==> config.mk <==
export PLATFORM = sky130hd
export DESIGN_NAME = lowpass_biquad_cascade_filter
export DESIGN_NICKNAME = d
export VERILOG_FILES = /design/src/design/lbc_pkg.sv /design/src/design/lowpass_biquad_cascade_filter.sv /design/src/design/lbc_csr.sv /design/src/design/lbc_useq.sv /design/src/design/lbc_datapath.sv
export SDC_FILE = /design/constraint.sdc
export NUM_CORES = 2
export LEC_CHECK = 0
export BUFFER_PORTS_ARGS = -buffer_cell sky130_fd_sc_hd__buf_2
export CORE_AREA = 10 10 409 411
export CTS_CLUSTER_DIAMETER = 60
export DETAILED_ROUTE_END_ITERATION = 16
export DIE_AREA = 0 0 419 421
export GPL_TIMING_DRIVEN = 0
export PLACE_DENSITY_LB_ADDON = 0.12
export SLEW_MARGIN = 30
export SYNTH_ARGS = -nofsm -noshare
export SYNTH_HDL_FRONTEND = slang
export SYNTH_SLANG_ARGS = --single-unit
==> constraint.sdc <==
create_clock -name clock -period 8.9 [get_ports clock]
set_input_delay 0.89 -clock clock [delete_from_list [all_inputs] [get_ports clock]]
set_output_delay 0.89 -clock clock [all_outputs]
set_load 0.05 [all_outputs]
==> src/design/lbc_pkg.sv <==
// lbc_pkg: shared widths, register codes, control word and microprogram
// for the low-pass biquad cascade filter
// no dependencies; every other design file imports this package

package lbc_pkg;

   // default parameter values
   localparam int LBC_SAMPLE_WIDTH   = 16;
   localparam int LBC_COEF_FRAC_BITS = 22;

   // fixed arithmetic widths
   localparam int COEF_WIDTH     = 24;
   localparam int GAIN_WIDTH     = 32;
   localparam int GAIN_FRAC_BITS = 32;
   localparam int STATE_WIDTH    = 48;
   localparam int STATE_FRAC     = 24;
   localparam int SPLIT_BITS     = 24;
   // multiplicand: up to w + 2*v1 + v2, two bits over the state width
   localparam int MOP_W          = STATE_WIDTH + 2;
   // coefficient operand: gain needs a sign bit above its 32 bits
   localparam int A_W            = GAIN_WIDTH + 1;
   // one multiplicand chunk, signed
   localparam int CHUNK_W        = MOP_W - SPLIT_BITS;
   localparam int PP_W           = A_W + CHUNK_W;
   localparam int PROD_W         = A_W + MOP_W;

   // configuration port
   localparam int CSR_DATA_W = 32;
   localparam int CSR_ADDR_W = 5;

   typedef enum logic [2:0] {
      REG_STAGE1_A1   = 3'd0,
      REG_STAGE1_A2   = 3'd1,
      REG_STAGE2_A1   = 3'd2,
      REG_STAGE2_A2   = 3'd3,
      REG_STAGE1_GAIN = 3'd4
   } lbc_reg_idx_type;

   typedef struct packed {
      logic signed [COEF_WIDTH-1:0] s1_a1;
      logic signed [COEF_WIDTH-1:0] s1_a2;
      logic signed [COEF_WIDTH-1:0] s2_a1;
      logic signed [COEF_WIDTH-1:0] s2_a2;
      logic [GAIN_WIDTH-1:0]        gain;
   } lbc_coef_type;

   // control word fields
   typedef enum logic [1:0] {
      MUL_NONE = 2'd0,
      MUL_HI   = 2'd1,
      MUL_LO   = 2'd2
   } lbc_mul_op_type;

   typedef enum logic [2:0] {
      ASEL_S1A1 = 3'd0,
      ASEL_S1A2 = 3'd1,
      ASEL_S2A1 = 3'd2,
      ASEL_S2A2 = 3'd3,
      ASEL_GAIN = 3'd4
   } lbc_asel_type;

   typedef enum logic [2:0] {
      BSEL_D0  = 3'd0,
      BSEL_D1  = 3'd1,
      BSEL_D2  = 3'd2,
      BSEL_D3  = 3'd3,
      BSEL_ACC = 3'd4
   } lbc_bsel_type;

   typedef enum logic [1:0] {
      PA_HOLD    = 2'd0,
      PA_LOAD_HI = 2'd1,
      PA_ADD_LO  = 2'd2
   } lbc_pa_op_type;

   typedef enum logic [2:0] {
      ACC_HOLD          = 3'd0,
      ACC_LOAD_X        = 3'd1,
      ACC_SUB_COEF      = 3'd2,
      ACC_LOAD_GAIN_SAT = 3'd3,
      ACC_SAT_ADD_T     = 3'd4
   } lbc_acc_op_type;

   typedef enum logic {
      SEC_ONE = 1'b0,
      SEC_TWO = 1'b1
   } lbc_sec_type;

   typedef enum logic [1:0] {
      SEQ_NEXT     = 2'd0,
      SEQ_WAIT_IN  = 2'd1,
      SEQ_WAIT_OUT = 2'd2,
      SEQ_JUMP     = 2'd3
   } lbc_cond_type;

   localparam int UC_PC_W = 5;

   // step addresses the program jumps to
   localparam logic [UC_PC_W-1:0] UC_ENTRY = 5'd0;
   localparam logic [UC_PC_W-1:0] UC_WORK  = 5'd1;

   typedef struct packed {
      lbc_mul_op_type       mul_op;
      lbc_asel_type         asel;
      lbc_bsel_type         bsel;
      lbc_pa_op_type        pa_op;
      lbc_acc_op_type       acc_op;
      logic                 tr_load;
      lbc_sec_type          tr_sec;
      logic                 dw_shift;
      lbc_sec_type          dw_sec;
      logic                 out_load;
      lbc_cond_type         cond;
      logic [UC_PC_W-1:0]   target;
   } lbc_ctrl_type;

   localparam lbc_ctrl_type UC_NOP = '{
      mul_op:   MUL_NONE,
      asel:     ASEL_S1A1,
      bsel:     BSEL_D0,
      pa_op:    PA_HOLD,
      acc_op:   ACC_HOLD,
      tr_load:  1'b0,
      tr_sec:   SEC_ONE,
      dw_shift: 1'b0,
      dw_sec:   SEC_ONE,
      out_load: 1'b0,
      cond:     SEQ_NEXT,
      target:   UC_ENTRY
   };

   // microprogram rom: one control word per step
   // each product takes a high-chunk pass followed by a low-chunk pass
   function automatic lbc_ctrl_type lbc_ucode(input logic [UC_PC_W-1:0] pc);
      lbc_ctrl_type c;
      c = UC_NOP;
      unique case (pc)
         // wait for a sample; start s1 a1*v1 and 2*v1+v2 meanwhile
         5'd0: begin
            c.acc_op  = ACC_LOAD_X;
            c.mul_op  = MUL_HI;
            c.asel    = ASEL_S1A1;
            c.bsel    = BSEL_D0;
            c.tr_load = 1'b1;
            c.tr_sec  = SEC_ONE;
            c.cond    = SEQ_WAIT_IN;
            c.target  = UC_WORK;
         end
         5'd1: begin
            c.mul_op = MUL_LO;
            c.asel   = ASEL_S1A1;
            c.bsel   = BSEL_D0;
            c.pa_op  = PA_LOAD_HI;
         end
         5'd2: begin
            c.pa_op  = PA_ADD_LO;
            c.mul_op = MUL_HI;
            c.asel   = ASEL_S1A2;
            c.bsel   = BSEL_D1;
         end
         5'd3: begin
            c.acc_op = ACC_SUB_COEF;
            c.mul_op = MUL_LO;
            c.asel   = ASEL_S1A2;
            c.bsel   = BSEL_D1;
            c.pa_op  = PA_LOAD_HI;
         end
         5'd4: begin
            c.pa_op = PA_ADD_LO;
         end
         5'd5: begin
            c.acc_op = ACC_SUB_COEF;
         end
         // w1 saturates, shifts into the s1 delays, acc becomes the numerator
         5'd6: begin
            c.acc_op   = ACC_SAT_ADD_T;
            c.dw_shift = 1'b1;
            c.dw_sec   = SEC_ONE;
            c.tr_load  = 1'b1;
            c.tr_sec   = SEC_TWO;
         end
         5'd7: begin
            c.mul_op = MUL_HI;
            c.asel   = ASEL_GAIN;
            c.bsel   = BSEL_ACC;
         end
         5'd8: begin
            c.mul_op = MUL_LO;
            c.asel   = ASEL_GAIN;
            c.bsel   = BSEL_ACC;
            c.pa_op  = PA_LOAD_HI;
         end
         5'd9: begin
            c.pa_op  = PA_ADD_LO;
            c.mul_op = MUL_HI;
            c.asel   = ASEL_S2A1;
            c.bsel   = BSEL_D2;
         end
         5'd10: begin
            c.acc_op = ACC_LOAD_GAIN_SAT;
            c.mul_op = MUL_LO;
            c.asel   = ASEL_S2A1;
            c.bsel   = BSEL_D2;
            c.pa_op  = PA_LOAD_HI;
         end
         5'd11: begin
            c.pa_op  = PA_ADD_LO;
            c.mul_op = MUL_HI;
            c.asel   = ASEL_S2A2;
            c.bsel   = BSEL_D3;
         end
         5'd12: begin
            c.acc_op = ACC_SUB_COEF;
            c.mul_op = MUL_LO;
            c.asel   = ASEL_S2A2;
            c.bsel   = BSEL_D3;
            c.pa_op  = PA_LOAD_HI;
         end
         5'd13: begin
            c.pa_op = PA_ADD_LO;
         end
         5'd14: begin
            c.acc_op = ACC_SUB_COEF;
         end
         5'd15: begin
            c.acc_op   = ACC_SAT_ADD_T;
            c.dw_shift = 1'b1;
            c.dw_sec   = SEC_TWO;
         end
         // hand the sample to the output register once it is free
         5'd16: begin
            c.out_load = 1'b1;
            c.cond     = SEQ_WAIT_OUT;
            c.target   = UC_ENTRY;
         end
         default: begin
            c.cond   = SEQ_JUMP;
            c.target = UC_ENTRY;
         end
      endcase
      return c;
   endfunction

endpackage

==> src/design/lowpass_biquad_cascade_filter.sv <==
// Fourth-order low-pass filter: two Direct Form II biquads (taps 1,2,1) in
// cascade, feedback taps and section-one gain from configuration registers.
// The sequencer runs a 17-step microprogram (its first step waits for the
// input) that feeds ten partial products (five products, each in a high
// 26-bit and a low 24-bit chunk) through the one shared 33x26 multiplier,
// with section two waiting on section one's output. A new sample is taken
// only when the program is back at its first step, so a sample is finished
// before the next is taken; a finished sample waits in the output register
// and the program holds at its last step while that register is stalled.
// Depends on lbc_pkg, lbc_csr, lbc_useq and lbc_datapath.

module lowpass_biquad_cascade_filter
   import lbc_pkg::*;
#(
   parameter int SAMPLE_WIDTH   = LBC_SAMPLE_WIDTH,
   parameter int COEF_FRAC_BITS = LBC_COEF_FRAC_BITS
)
(
   input  logic                           clock,
   input  logic                           reset,
   // input sample channel
   input  logic                           req_valid,
   output logic                           req_stall,
   input  logic signed [SAMPLE_WIDTH-1:0] req_sample_in,
   // filtered sample channel
   output logic                           rsp_valid,
   input  logic                           rsp_stall,
   output logic signed [SAMPLE_WIDTH-1:0] rsp_sample_out,
   // configuration port
   input  logic                           csr_psel,
   input  logic                           csr_penable,
   input  logic                           csr_pwrite,
   input  logic [CSR_ADDR_W-1:0]          csr_paddr,
   input  logic [CSR_DATA_W-1:0]          csr_pwdata,
   output logic [CSR_DATA_W-1:0]          csr_prdata,
   output logic                           csr_pready
);

   lbc_coef_type coef;
   lbc_ctrl_type ctrl;
   logic         at_entry;
   logic         out_busy;

   // a sample transfer happens only at the program's first step
   assign req_stall = !at_entry;

   lbc_csr u_csr (
      .clock       (clock),
      .reset       (reset),
      .csr_psel    (csr_psel),
      .csr_penable (csr_penable),
      .csr_pwrite  (csr_pwrite),
      .csr_paddr   (csr_paddr),
      .csr_pwdata  (csr_pwdata),
      .csr_prdata  (csr_prdata),
      .csr_pready  (csr_pready),
      .coef        (coef)
   );

   lbc_useq u_useq (
      .clock     (clock),
      .reset     (reset),
      .req_valid (req_valid),
      .out_busy  (out_busy),
      .at_entry  (at_entry),
      .ctrl      (ctrl)
   );

   lbc_datapath #(
      .SAMPLE_WIDTH   (SAMPLE_WIDTH),
      .COEF_FRAC_BITS (COEF_FRAC_BITS)
   ) u_datapath (
      .clock          (clock),
      .reset          (reset),
      .ctrl           (ctrl),
      .coef           (coef),
      .req_sample_in  (req_sample_in),
      .out_busy       (out_busy),
      .rsp_valid      (rsp_valid),
      .rsp_sample_out (rsp_sample_out),
      .rsp_stall      (rsp_stall)
   );

endmodule

==> src/design/lbc_csr.sv <==
// lbc_csr: apb-style configuration registers (feedback taps and gain)
// depends on lbc_pkg for register codes and the coefficient struct

module lbc_csr
   import lbc_pkg::*;
(
   input  logic                  clock,
   input  logic                  reset,
   input  logic                  csr_psel,
   input  logic                  csr_penable,
   input  logic                  csr_pwrite,
   input  logic [CSR_ADDR_W-1:0] csr_paddr,
   input  logic [CSR_DATA_W-1:0] csr_pwdata,
   output logic [CSR_DATA_W-1:0] csr_prdata,
   output logic                  csr_pready,
   output lbc_coef_type          coef
);

   lbc_coef_type    coef_ff, coef_in;
   lbc_reg_idx_type idx;
   logic            wr_en;

   assign idx        = lbc_reg_idx_type'(csr_paddr[CSR_ADDR_W-1:2]);
   assign wr_en      = csr_psel && csr_penable && csr_pwrite;
   assign csr_pready = 1'b1;
   assign coef       = coef_ff;

   // register write decode
   always_comb begin
      coef_in = coef_ff;
      if (wr_en) begin
         unique case (idx)
            REG_STAGE1_A1:   coef_in.s1_a1 = csr_pwdata[COEF_WIDTH-1:0];
            REG_STAGE1_A2:   coef_in.s1_a2 = csr_pwdata[COEF_WIDTH-1:0];
            REG_STAGE2_A1:   coef_in.s2_a1 = csr_pwdata[COEF_WIDTH-1:0];
            REG_STAGE2_A2:   coef_in.s2_a2 = csr_pwdata[COEF_WIDTH-1:0];
            REG_STAGE1_GAIN: coef_in.gain  = csr_pwdata[GAIN_WIDTH-1:0];
            default:         coef_in = coef_ff;
         endcase
      end
   end

   always_ff @(posedge clock) begin
      if (reset) begin
         coef_ff <= '0;
      end else begin
         coef_ff <= coef_in;
      end
   end

   // read mux
   always_comb begin
      unique case (idx)
         REG_STAGE1_A1:   csr_prdata = CSR_DATA_W'(unsigned'(coef_ff.s1_a1));
         REG_STAGE1_A2:   csr_prdata = CSR_DATA_W'(unsigned'(coef_ff.s1_a2));
         REG_STAGE2_A1:   csr_prdata = CSR_DATA_W'(unsigned'(coef_ff.s2_a1));
         REG_STAGE2_A2:   csr_prdata = CSR_DATA_W'(unsigned'(coef_ff.s2_a2));
         REG_STAGE1_GAIN: csr_prdata = CSR_DATA_W'(coef_ff.gain);
         default:         csr_prdata = '0;
      endcase
   end

endmodule

==> src/design/lbc_useq.sv <==
// lbc_useq: step counter and microprogram rom with conditional jumps
// depends on lbc_pkg for the control word and the rom contents

module lbc_useq
   import lbc_pkg::*;
(
   input  logic         clock,
   input  logic         reset,
   input  logic         req_valid,
   input  logic         out_busy,
   output logic         at_entry,
   output lbc_ctrl_type ctrl
);

   logic [UC_PC_W-1:0] pc_ff, pc_in;

   assign ctrl     = lbc_ucode(pc_ff);
   assign at_entry = (pc_ff == UC_ENTRY);

   // next step
   always_comb begin
      unique case (ctrl.cond)
         SEQ_NEXT:     pc_in = pc_ff + UC_PC_W'(1);
         SEQ_WAIT_IN:  pc_in = req_valid ? ctrl.target : pc_ff;
         SEQ_WAIT_OUT: pc_in = out_busy ? pc_ff : ctrl.target;
         SEQ_JUMP:     pc_in = ctrl.target;
         default:      pc_in = UC_ENTRY;
      endcase
   end

   always_ff @(posedge clock) begin
      if (reset) begin
         pc_ff <= UC_ENTRY;
      end else begin
         pc_ff <= pc_in;
      end
   end

endmodule

==> src/design/lbc_datapath.sv <==
// lbc_datapath: shared multiplier, product and sample accumulators, delay
// words and output register, all steered by the microprogram control word
// depends on lbc_pkg for widths, control word and coefficient struct

module lbc_datapath
   import lbc_pkg::*;
#(
   parameter int SAMPLE_WIDTH   = LBC_SAMPLE_WIDTH,
   parameter int COEF_FRAC_BITS = LBC_COEF_FRAC_BITS
)
(
   input  logic                           clock,
   input  logic                           reset,
   input  lbc_ctrl_type                   ctrl,
   input  lbc_coef_type                   coef,
   input  logic signed [SAMPLE_WIDTH-1:0] req_sample_in,
   output logic                           out_busy,
   output logic                           rsp_valid,
   output logic signed [SAMPLE_WIDTH-1:0] rsp_sample_out,
   input  logic                           rsp_stall
);

   localparam int ALIGN = STATE_FRAC - (SAMPLE_WIDTH - 1);
   // holds x minus two coefficient products with headroom
   localparam int ACC_W = PROD_W - COEF_FRAC_BITS + 2;

   logic signed [STATE_WIDTH-1:0]  delay_ff [4];
   logic signed [STATE_WIDTH-1:0]  delay_in [4];
   logic signed [A_W-1:0]          mul_a;
   logic signed [MOP_W-1:0]        mul_src;
   logic signed [CHUNK_W-1:0]      mul_b;
   logic signed [PP_W-1:0]         preg_ff;
   logic signed [PROD_W-1:0]       pacc_ff, pacc_in;
   logic signed [PROD_W-1:0]       psh_coef_full, psh_gain_full;
   logic signed [ACC_W-1:0]        psh_coef, psh_gain;
   logic signed [ACC_W-1:0]        acc_ff, acc_in;
   logic signed [ACC_W-1:0]        x_ext;
   logic signed [STATE_WIDTH-1:0]  acc_sat, gain_sat;
   logic signed [MOP_W-1:0]        treg_ff, treg_in;
   logic signed [STATE_WIDTH-1:0]  tap_v1, tap_v2;
   logic signed [ACC_W-1:0]        out_full;
   logic [ACC_W-SAMPLE_WIDTH:0]    out_top;
   logic signed [SAMPLE_WIDTH-1:0] out_sat;
   logic                           out_ld;
   logic                           rsp_valid_ff;
   logic signed [SAMPLE_WIDTH-1:0] rsp_sample_out_ff;

   // clamp to the signed state range
   function automatic logic signed [STATE_WIDTH-1:0] sat_state(
      input logic signed [ACC_W-1:0] v);
      logic [ACC_W-STATE_WIDTH:0] top;
      top = v[ACC_W-1:STATE_WIDTH-1];
      if ((&top) || !(|top))
         return v[STATE_WIDTH-1:0];
      else if (v[ACC_W-1])
         return {1'b1, {(STATE_WIDTH-1){1'b0}}};
      else
         return {1'b0, {(STATE_WIDTH-1){1'b1}}};
   endfunction

   // multiplier operand a: coefficient or gain
   always_comb begin
      unique case (ctrl.asel)
         ASEL_S1A1: mul_a = A_W'(coef.s1_a1);
         ASEL_S1A2: mul_a = A_W'(coef.s1_a2);
         ASEL_S2A1: mul_a = A_W'(coef.s2_a1);
         ASEL_S2A2: mul_a = A_W'(coef.s2_a2);
         ASEL_GAIN: mul_a = $signed({1'b0, coef.gain});
         default:   mul_a = '0;
      endcase
   end

   // multiplier operand b: delay word or numerator, one chunk at a time
   always_comb begin
      unique case (ctrl.bsel)
         BSEL_D0:  mul_src = MOP_W'(delay_ff[0]);
         BSEL_D1:  mul_src = MOP_W'(delay_ff[1]);
         BSEL_D2:  mul_src = MOP_W'(delay_ff[2]);
         BSEL_D3:  mul_src = MOP_W'(delay_ff[3]);
         BSEL_ACC: mul_src = acc_ff[MOP_W-1:0];
         default:  mul_src = '0;
      endcase
      if (ctrl.mul_op == MUL_HI)
         mul_b = mul_src[MOP_W-1:SPLIT_BITS];
      else
         mul_b = {{(CHUNK_W-SPLIT_BITS){1'b0}}, mul_src[SPLIT_BITS-1:0]};
   end

   // product accumulator: high chunk first, then low chunk added
   always_comb begin
      unique case (ctrl.pa_op)
         PA_HOLD:    pacc_in = pacc_ff;
         PA_LOAD_HI: pacc_in = PROD_W'(preg_ff) <<< SPLIT_BITS;
         PA_ADD_LO:  pacc_in = pacc_ff + PROD_W'(preg_ff);
         default:    pacc_in = pacc_ff;
      endcase
   end

   // floored products at their fraction points
   assign psh_coef_full = pacc_ff >>> COEF_FRAC_BITS;
   assign psh_gain_full = pacc_ff >>> GAIN_FRAC_BITS;
   assign psh_coef      = psh_coef_full[ACC_W-1:0];
   assign psh_gain      = psh_gain_full[ACC_W-1:0];
   assign acc_sat       = sat_state(acc_ff);
   assign gain_sat      = sat_state(psh_gain);
   assign x_ext         = ACC_W'(req_sample_in) <<< ALIGN;

   // sample accumulator
   always_comb begin
      unique case (ctrl.acc_op)
         ACC_HOLD:          acc_in = acc_ff;
         ACC_LOAD_X:        acc_in = x_ext;
         ACC_SUB_COEF:      acc_in = acc_ff - psh_coef;
         ACC_LOAD_GAIN_SAT: acc_in = ACC_W'(gain_sat);
         ACC_SAT_ADD_T:     acc_in = ACC_W'(acc_sat) + ACC_W'(treg_ff);
         default:           acc_in = acc_ff;
      endcase
   end

   // numerator tail 2*v1 + v2 of the selected section
   always_comb begin
      unique case (ctrl.tr_sec)
         SEC_ONE: begin
            tap_v1 = delay_ff[0];
            tap_v2 = delay_ff[1];
         end
         SEC_TWO: begin
            tap_v1 = delay_ff[2];
            tap_v2 = delay_ff[3];
         end
         default: begin
            tap_v1 = delay_ff[0];
            tap_v2 = delay_ff[1];
         end
      endcase
      treg_in = treg_ff;
      if (ctrl.tr_load)
         treg_in = (MOP_W'(tap_v1) <<< 1) + MOP_W'(tap_v2);
   end

   // delay shift: v2 takes v1, v1 takes the saturated w
   always_comb begin
      delay_in = delay_ff;
      if (ctrl.dw_shift) begin
         unique case (ctrl.dw_sec)
            SEC_ONE: begin
               delay_in[1] = delay_ff[0];
               delay_in[0] = acc_sat;
            end
            SEC_TWO: begin
               delay_in[3] = delay_ff[2];
               delay_in[2] = acc_sat;
            end
            default: delay_in = delay_ff;
         endcase
      end
   end

   // output conversion: floor to sample fraction, clamp to sample range
   always_comb begin
      out_full = acc_ff >>> ALIGN;
      out_top  = out_full[ACC_W-1:SAMPLE_WIDTH-1];
      if ((&out_top) || !(|out_top))
         out_sat = out_full[SAMPLE_WIDTH-1:0];
      else if (out_full[ACC_W-1])
         out_sat = {1'b1, {(SAMPLE_WIDTH-1){1'b0}}};
      else
         out_sat = {1'b0, {(SAMPLE_WIDTH-1){1'b1}}};
   end

   assign out_busy       = rsp_valid_ff && rsp_stall;
   assign out_ld         = ctrl.out_load && !out_busy;
   assign rsp_valid      = rsp_valid_ff;
   assign rsp_sample_out = rsp_sample_out_ff;

   // datapath payload registers
   always_ff @(posedge clock) begin
      if (ctrl.mul_op != MUL_NONE) begin
         preg_ff <= PP_W'(mul_a) * PP_W'(mul_b);
      end
      pacc_ff <= pacc_in;
      acc_ff  <= acc_in;
      treg_ff <= treg_in;
      if (out_ld) begin
         rsp_sample_out_ff <= out_sat;
      end
   end

   // filter state and output transfer flag
   always_ff @(posedge clock) begin
      if (reset) begin
         delay_ff     <= '{default: '0};
         rsp_valid_ff <= 1'b0;
      end else begin
         delay_ff <= delay_in;
         if (out_ld) begin
            rsp_valid_ff <= 1'b1;
         end else if (!rsp_stall) begin
            rsp_valid_ff <= 1'b0;
         end
      end
   end

endmodule
After elaboration in Yosys (flattened, before gate mapping) --
Cells that the tools add are included.
Cells by class: add/subtract/negate cells 5, multiply operators 1, equality and inequality tests 41, muxes and demuxes 26, bitwise gates (word level) 2, reductions and logical operators 39
Operators with widths (number):
- 63-bit case mux with 4 select lines | 1
- 50-bit case mux with 5 select lines | 1
- 48-bit two-way mux | 4
- 48-bit case mux with 2 select lines | 2
- 83-bit case mux with 2 select lines | 1
- 33-bit case mux with 5 select lines | 1
- 32-bit case mux with 5 select lines | 1
- 83-bit by 59-bit adder with 83-bit output | 1
- 8-bit case mux with 10 select lines | 1
- 63-bit by 61-bit subtractor with 63-bit output | 1
- 33-bit by 26-bit multiplier with 59-bit output | 1
- 48-bit by 50-bit adder with 51-bit output | 1
- 49-bit by 48-bit adder with 50-bit output | 1
- 5-bit by 4-bit == test with 1-bit output, second input constant | 8
- 39-bit AND reduction | 1
- 39-bit OR reduction | 1
- 16-bit two-way mux | 2
- 26-bit two-way mux | 1
- 3-bit by 2-bit == test with 1-bit output, second input constant | 8
- 7-bit case mux with 3 select lines | 1
- 5-bit by 3-bit == test with 1-bit output, second input constant | 4
- 5-bit case mux with 4 select lines | 1
- 16-bit AND reduction | 1
- 2-bit AND reduction | 8
- other kinds (29) | 61
Word-level totals: bits in registers 597, input bits 60, output and inout bits 51, word-level logic and storage cells 130

Logic depth before layout (Yosys ltp) --
depth after elaboration 6, gate-level depth with buffers 40, depth with buffers taken out 35

By module --
Synthesis repeated with hierarchy kept, for this count alone.
Unflattened totals: cell total of the unflattened synthesis 8022, area, all modules 70731.6 um^2
By module, submodules not included:
- lbc_datapath | times used 1, cells each 7338, area an instance 63997.6 um^2, sequential area each 12001.5 um^2
- lbc_csr | times used 1, cells each 587, area an instance 6003.3 um^2, sequential area each 2562.5 um^2
- lbc_useq | times used 1, cells each 96, area an instance 726.9 um^2, sequential area each 100.1 um^2
- lowpass_biquad_cascade_filter | times used 1, cells each 1, area an instance 3.8 um^2, sequential area each 0.0 um^2

Worst setup path after synthesis --
Ideal clock, no wire load.
path type flip-flop to flip-flop, from register u_useq.pc_ff[0], to register u_datapath.preg_ff[58], data pin, setup time 0.260 ns, arrival 8.990 ns, required time 8.640 ns, path slack -0.349 ns, stages on the path, launching flop included 35, buffers on the path 3, period minus slack after synthesis 9.249 ns, path through dfxtp_1 -> ha_1 -> buf_2 -> nor2_1 -> a2111oi_1 -> o21a_1 -> buf_2 -> mux4_2 -> a221oi_2 -> clkbuf_1 -> nor2_1 -> fa_1 -> inv_1 -> fa_1 -> inv_1 -> fa_1 -> inv_1 -> fa_1 -> inv_1 -> fa_1 -> fa_1 -> inv_1 -> fa_1 -> inv_1 -> ha_1 -> and3_1 -> nand2_1 -> a21oi_1 -> nor2b_1 -> a2111o_1 -> a311oi_1 -> nor2_1 -> nor4_1 -> o221ai_1 -> xnor2_1
On the way: word-level cells in the longest chain between the ends 6, elaborated cells on any way between the ends 26, classes of those cells mul: 1; eq/ne: 18; mux: 4; reduce/logical: 3
Ends and longest elaborated chain:
- from (decl) | RTL line lbc_useq.sv:15 | logic [UC_PC_W-1:0] pc_ff, pc_in;
- from (signal assigned) | RTL line lbc_useq.sv:35 | pc_ff <= pc_in;
- 5-bit by 4-bit == test with 1-bit output, or another cell as far along | RTL line lbc_pkg.sv:137 | unique case (pc)
- 8-bit case mux with 10 select lines (*) | RTL line lbc_pkg.sv:137
- 3-bit == test, or another cell as far along | RTL line lbc_datapath.sv:75 | unique case (ctrl.bsel)
- 50-bit case mux with 5 select lines | RTL line lbc_datapath.sv:75
- 26-bit two-way mux | RTL line lbc_datapath.sv:83 | if (ctrl.mul_op == MUL_HI)
- 33-bit by 26-bit multiplier with 59-bit output (*) | RTL line lbc_datapath.sv:179 | preg_ff <= PP_W'(mul_a) * PP_W'(mul_b);
- to (signal assigned) | RTL line lbc_datapath.sv:179
- to (decl) | RTL line lbc_datapath.sv:32 | logic signed [PP_W-1:0] preg_ff;
Mark *: on every way between the ends. The rest lies on a longest branch, timed or not. A chain may end at the register's enable or synchronous reset.

Final worst setup path --
from register u_useq.pc_ff[0], to register u_datapath.preg_ff[55], data pin
Same word-level chain as after synthesis.

==> results.json <==
{
  "outcome": "complete, but fails checks",
  "violations": "setup timing",
  "crit_slowest_cell": "fa_2",
  "die_h_microns": 421,
  "max_cap_viol_count": 0,
  "drv_slew": 0,
  "layout_setup_ws_ps": -504.1,
  "skew_ps": 77.42,
  "post-layout-total-power_mw": 9.765,
  "hold_buffers": 0,
  "drt-vias-per-instance": 5.954,
  "firstDrtPassIters": 7,
  "synth_area_sq_mm": 0.07119,
  "worstPathArrival_ps": 9780,
  "portBuffers": 106,
  "clock_path_buffers": 3,
  "seq_area_frac_synth": 0.2060,
  "timing.hold.ws_ps": 431.1,
  "p_leak_nw": 37.42,
  "final_common_cell": "nand2_1",
  "antenna_found_initial": 18,
  "place_ws_ps": -3398,
  "core_area_sq_mm": 0.1595,
  "drt_iter0_markers": 6723,
  "worstPathRequired_ps": 9270,
  "ys_seq_elements": 597,
  "slew_headroom": 0.2565,
  "worstPathMaxFanout": 10,
  "path_class": "flop to flop",
  "drt-wirelength-per-cell_microns": 28.38,
  "overflow": 0,
  "synth_top_area_cell": "fa_1",
  "worstSetupEndpointType": "flop",
  "htreeDepth": 3,
  "ir_drop_v": 0.0001336,
  "fmax_mhz": 106.3,
  "syn_nets": 9615,
  "finalCritPeriodShare": 1.057,
  "hpwl_mm": 246.6,
  "syn_area_per_cell_sq_um": 8.614,
  "synth_edf_count": 271,
  "max_stage_delay_ps": 680,
  "finalHoldViolations": 0,
  "placed_cells": 10490,
  "routed_wl_mm": 309.1,
  "numCtsBuffers": 87,
  "rsz0062_at_grt": "yes",
  "hp-class": "input pin to flop",
  "drive_above_1_share": 0.1515,
  "fin_cells": 10890,
  "final_core_util": 0.5253,
  "cts_tree": "done",
  "root_buffer": "clkbuf_16",
  "async_flop_share": 0,
  "route.antenna.remaining_nets": 0,
  "path_clk_slew_ps": 60,
  "place_congestion": 1.037,
  "final_cell_mix": "1319 x nand2_1, 1045 x inv_1, 846 x fa_1, 639 x nor2_1, 575 x a21oi_1",
  "grt_max_degree": 63,
  "ys_types": 104,
  "setup_violations": 21,
  "yosysWarnings": 0,
  "syn_inst": 8265,
  "power_density_mw_per_mm2": 116.6,
  "route.vias.total": 64840,
  "die_w_microns": 419,
  "drc_errors": 0,
  "clock-sinks": 597,
  "synth.area.top_cells": "fa_1 25%, edfxtp_1 11%, dfxtp_1 9.2%",
  "rows": 147,
  "die-area_sq_mm": 0.1764,
  "grt_usage": 0.3416,
  "fin_setup_tns_ps": -4809,
  "io_pins": 111,
  "fin_crit_ps": 9404,
  "place_area_sq_mm": 0.07525,
  "area.growth.synth_to_final_pct": 17.67,
  "worstSetupStartpointType": "flop",
  "grt_pass1_wl_mm": 444.3,
  "nets": 10068,
  "synth_top_flop_cell": "dfxtp_1",
  "insertion_delay_ps": 720,
  "worst_pin_slew_ps": 1115,
  "synth_top_area_frac": 0.2480,
  "stdcell_area_sq_mm": 0.08377,
  "initial_core_util": 0.4464,
  "crit_top_cell": "fa_1",
  "grt_pass1_vias": 64458
}
## worst max-delay path, delay by kind of cell (launching register included)
family / cells / cell delay [ps]
DFF: 1 / 410
buffers and inverters: 10 / 1210
AOI/OAI and AO/OA: 10 / 2070
adders and majority gates: 9 / 4310
muxes: 2 / 300
and+or+nand+nor: 4 / 780
## repair_timing
item,4_1_cts,5_1_grt
cloned,6,3
setup buffers,177,55
endpoints found under the setup margin,48,33
pin swaps,142,74
endpoints found under the hold margin,0,0
gates resized for setup,760,151
## layer usage
layer  global-route usage  share of wire
met1               0.4283           0.38
met2               0.5227           0.43
met3              0.07666          0.098
met4               0.2326          0.088
met5                    0       0.000039
## synthesized netlist by cell type (all sizes together), types with 18 or more instances
cell	instances
a211o	35
a211oi	57
a21boi	18
a21o	174
a21oi	628
a221o	48
a221oi	24
a31oi	41
and2	74
and3	51
buf	136
clkbuf	303
dfxtp	326
edfxtp	271
fa	882
ha	408
inv	1082
mux2	138
mux2i	176
mux4	23
nand2	1352
nand2b	53
nand3	77
nand4	76
nor2	669
nor2b	40
nor3	73
nor4	22
o2111ai	26
o211ai	29
o21a	96
o21ai	298
o21bai	39
o31ai	18
or2	45
or3	21
xnor2	166
xor2	102
## final timing paths
kind / cells past startpoint / slack (ps) / startpoint / endpoint
worst max-delay path: 35 / -500 / u_useq.pc_ff[0] / u_datapath.preg_ff[55]
worst min-delay path: 3 / 430 / csr_pwdata[30] / u_csr.coef[30]
worst max register to register: 35 / -500 / u_useq.pc_ff[0] / u_datapath.preg_ff[55]
worst min register to register: 2 / 470 / u_csr.coef[6] / u_csr.coef[6]
## layout make-up
type / instances / area [sq um]
repair buffers: 377 / 3363
flip-flops and latches: 597 / 14670
well taps: 2086 / 2610
fillers: 14966 / 75690
plain buffers: 426 / 3223
multi-input cells: 6145 / 52830
clock buffers: 110 / 2419
clock inverters: 48 / 513.0
inverters: 1084 / 4095
diodes: 17 / 42.54
## sequential cells by signal (all words and copies together) (netlist names)
name / cells
u_datapath.pacc_ff: 83
u_datapath.treg_ff: 50
u_useq.pc_ff: 5
u_csr.coef: 128
u_datapath.acc_ff: 63
u_datapath.rsp_valid: 1
u_datapath.delay_ff: 192
u_datapath.preg_ff: 59
u_datapath.rsp_sample_out: 16
## logic make-up (layout without fill, tap and decap cells)
kind of cell    count (synthesis)  after routing  synth area share
xor+xnor                      268            268           0.03297
mux                           337            337           0.05385
compound gates               1664           1664            0.1498
fa+ha+maj                    1290           1290            0.3197
other cells                     1             18        0.00005268
simple gates                 2585           2585            0.1547
buf+inv                      1523           2045           0.08296
flops                         597            597            0.2060
## report_power, final
part           switching [mW]  internal, mW  leakage [nW]  total, mW
logic                    1.84         0.992          30.5       2.83
clock network            1.48          2.05          1.42       3.53
registers               0.319          3.09          5.45       3.41
total                    3.64          6.13          37.4       9.76
Power figures use the tool's default switching activity.
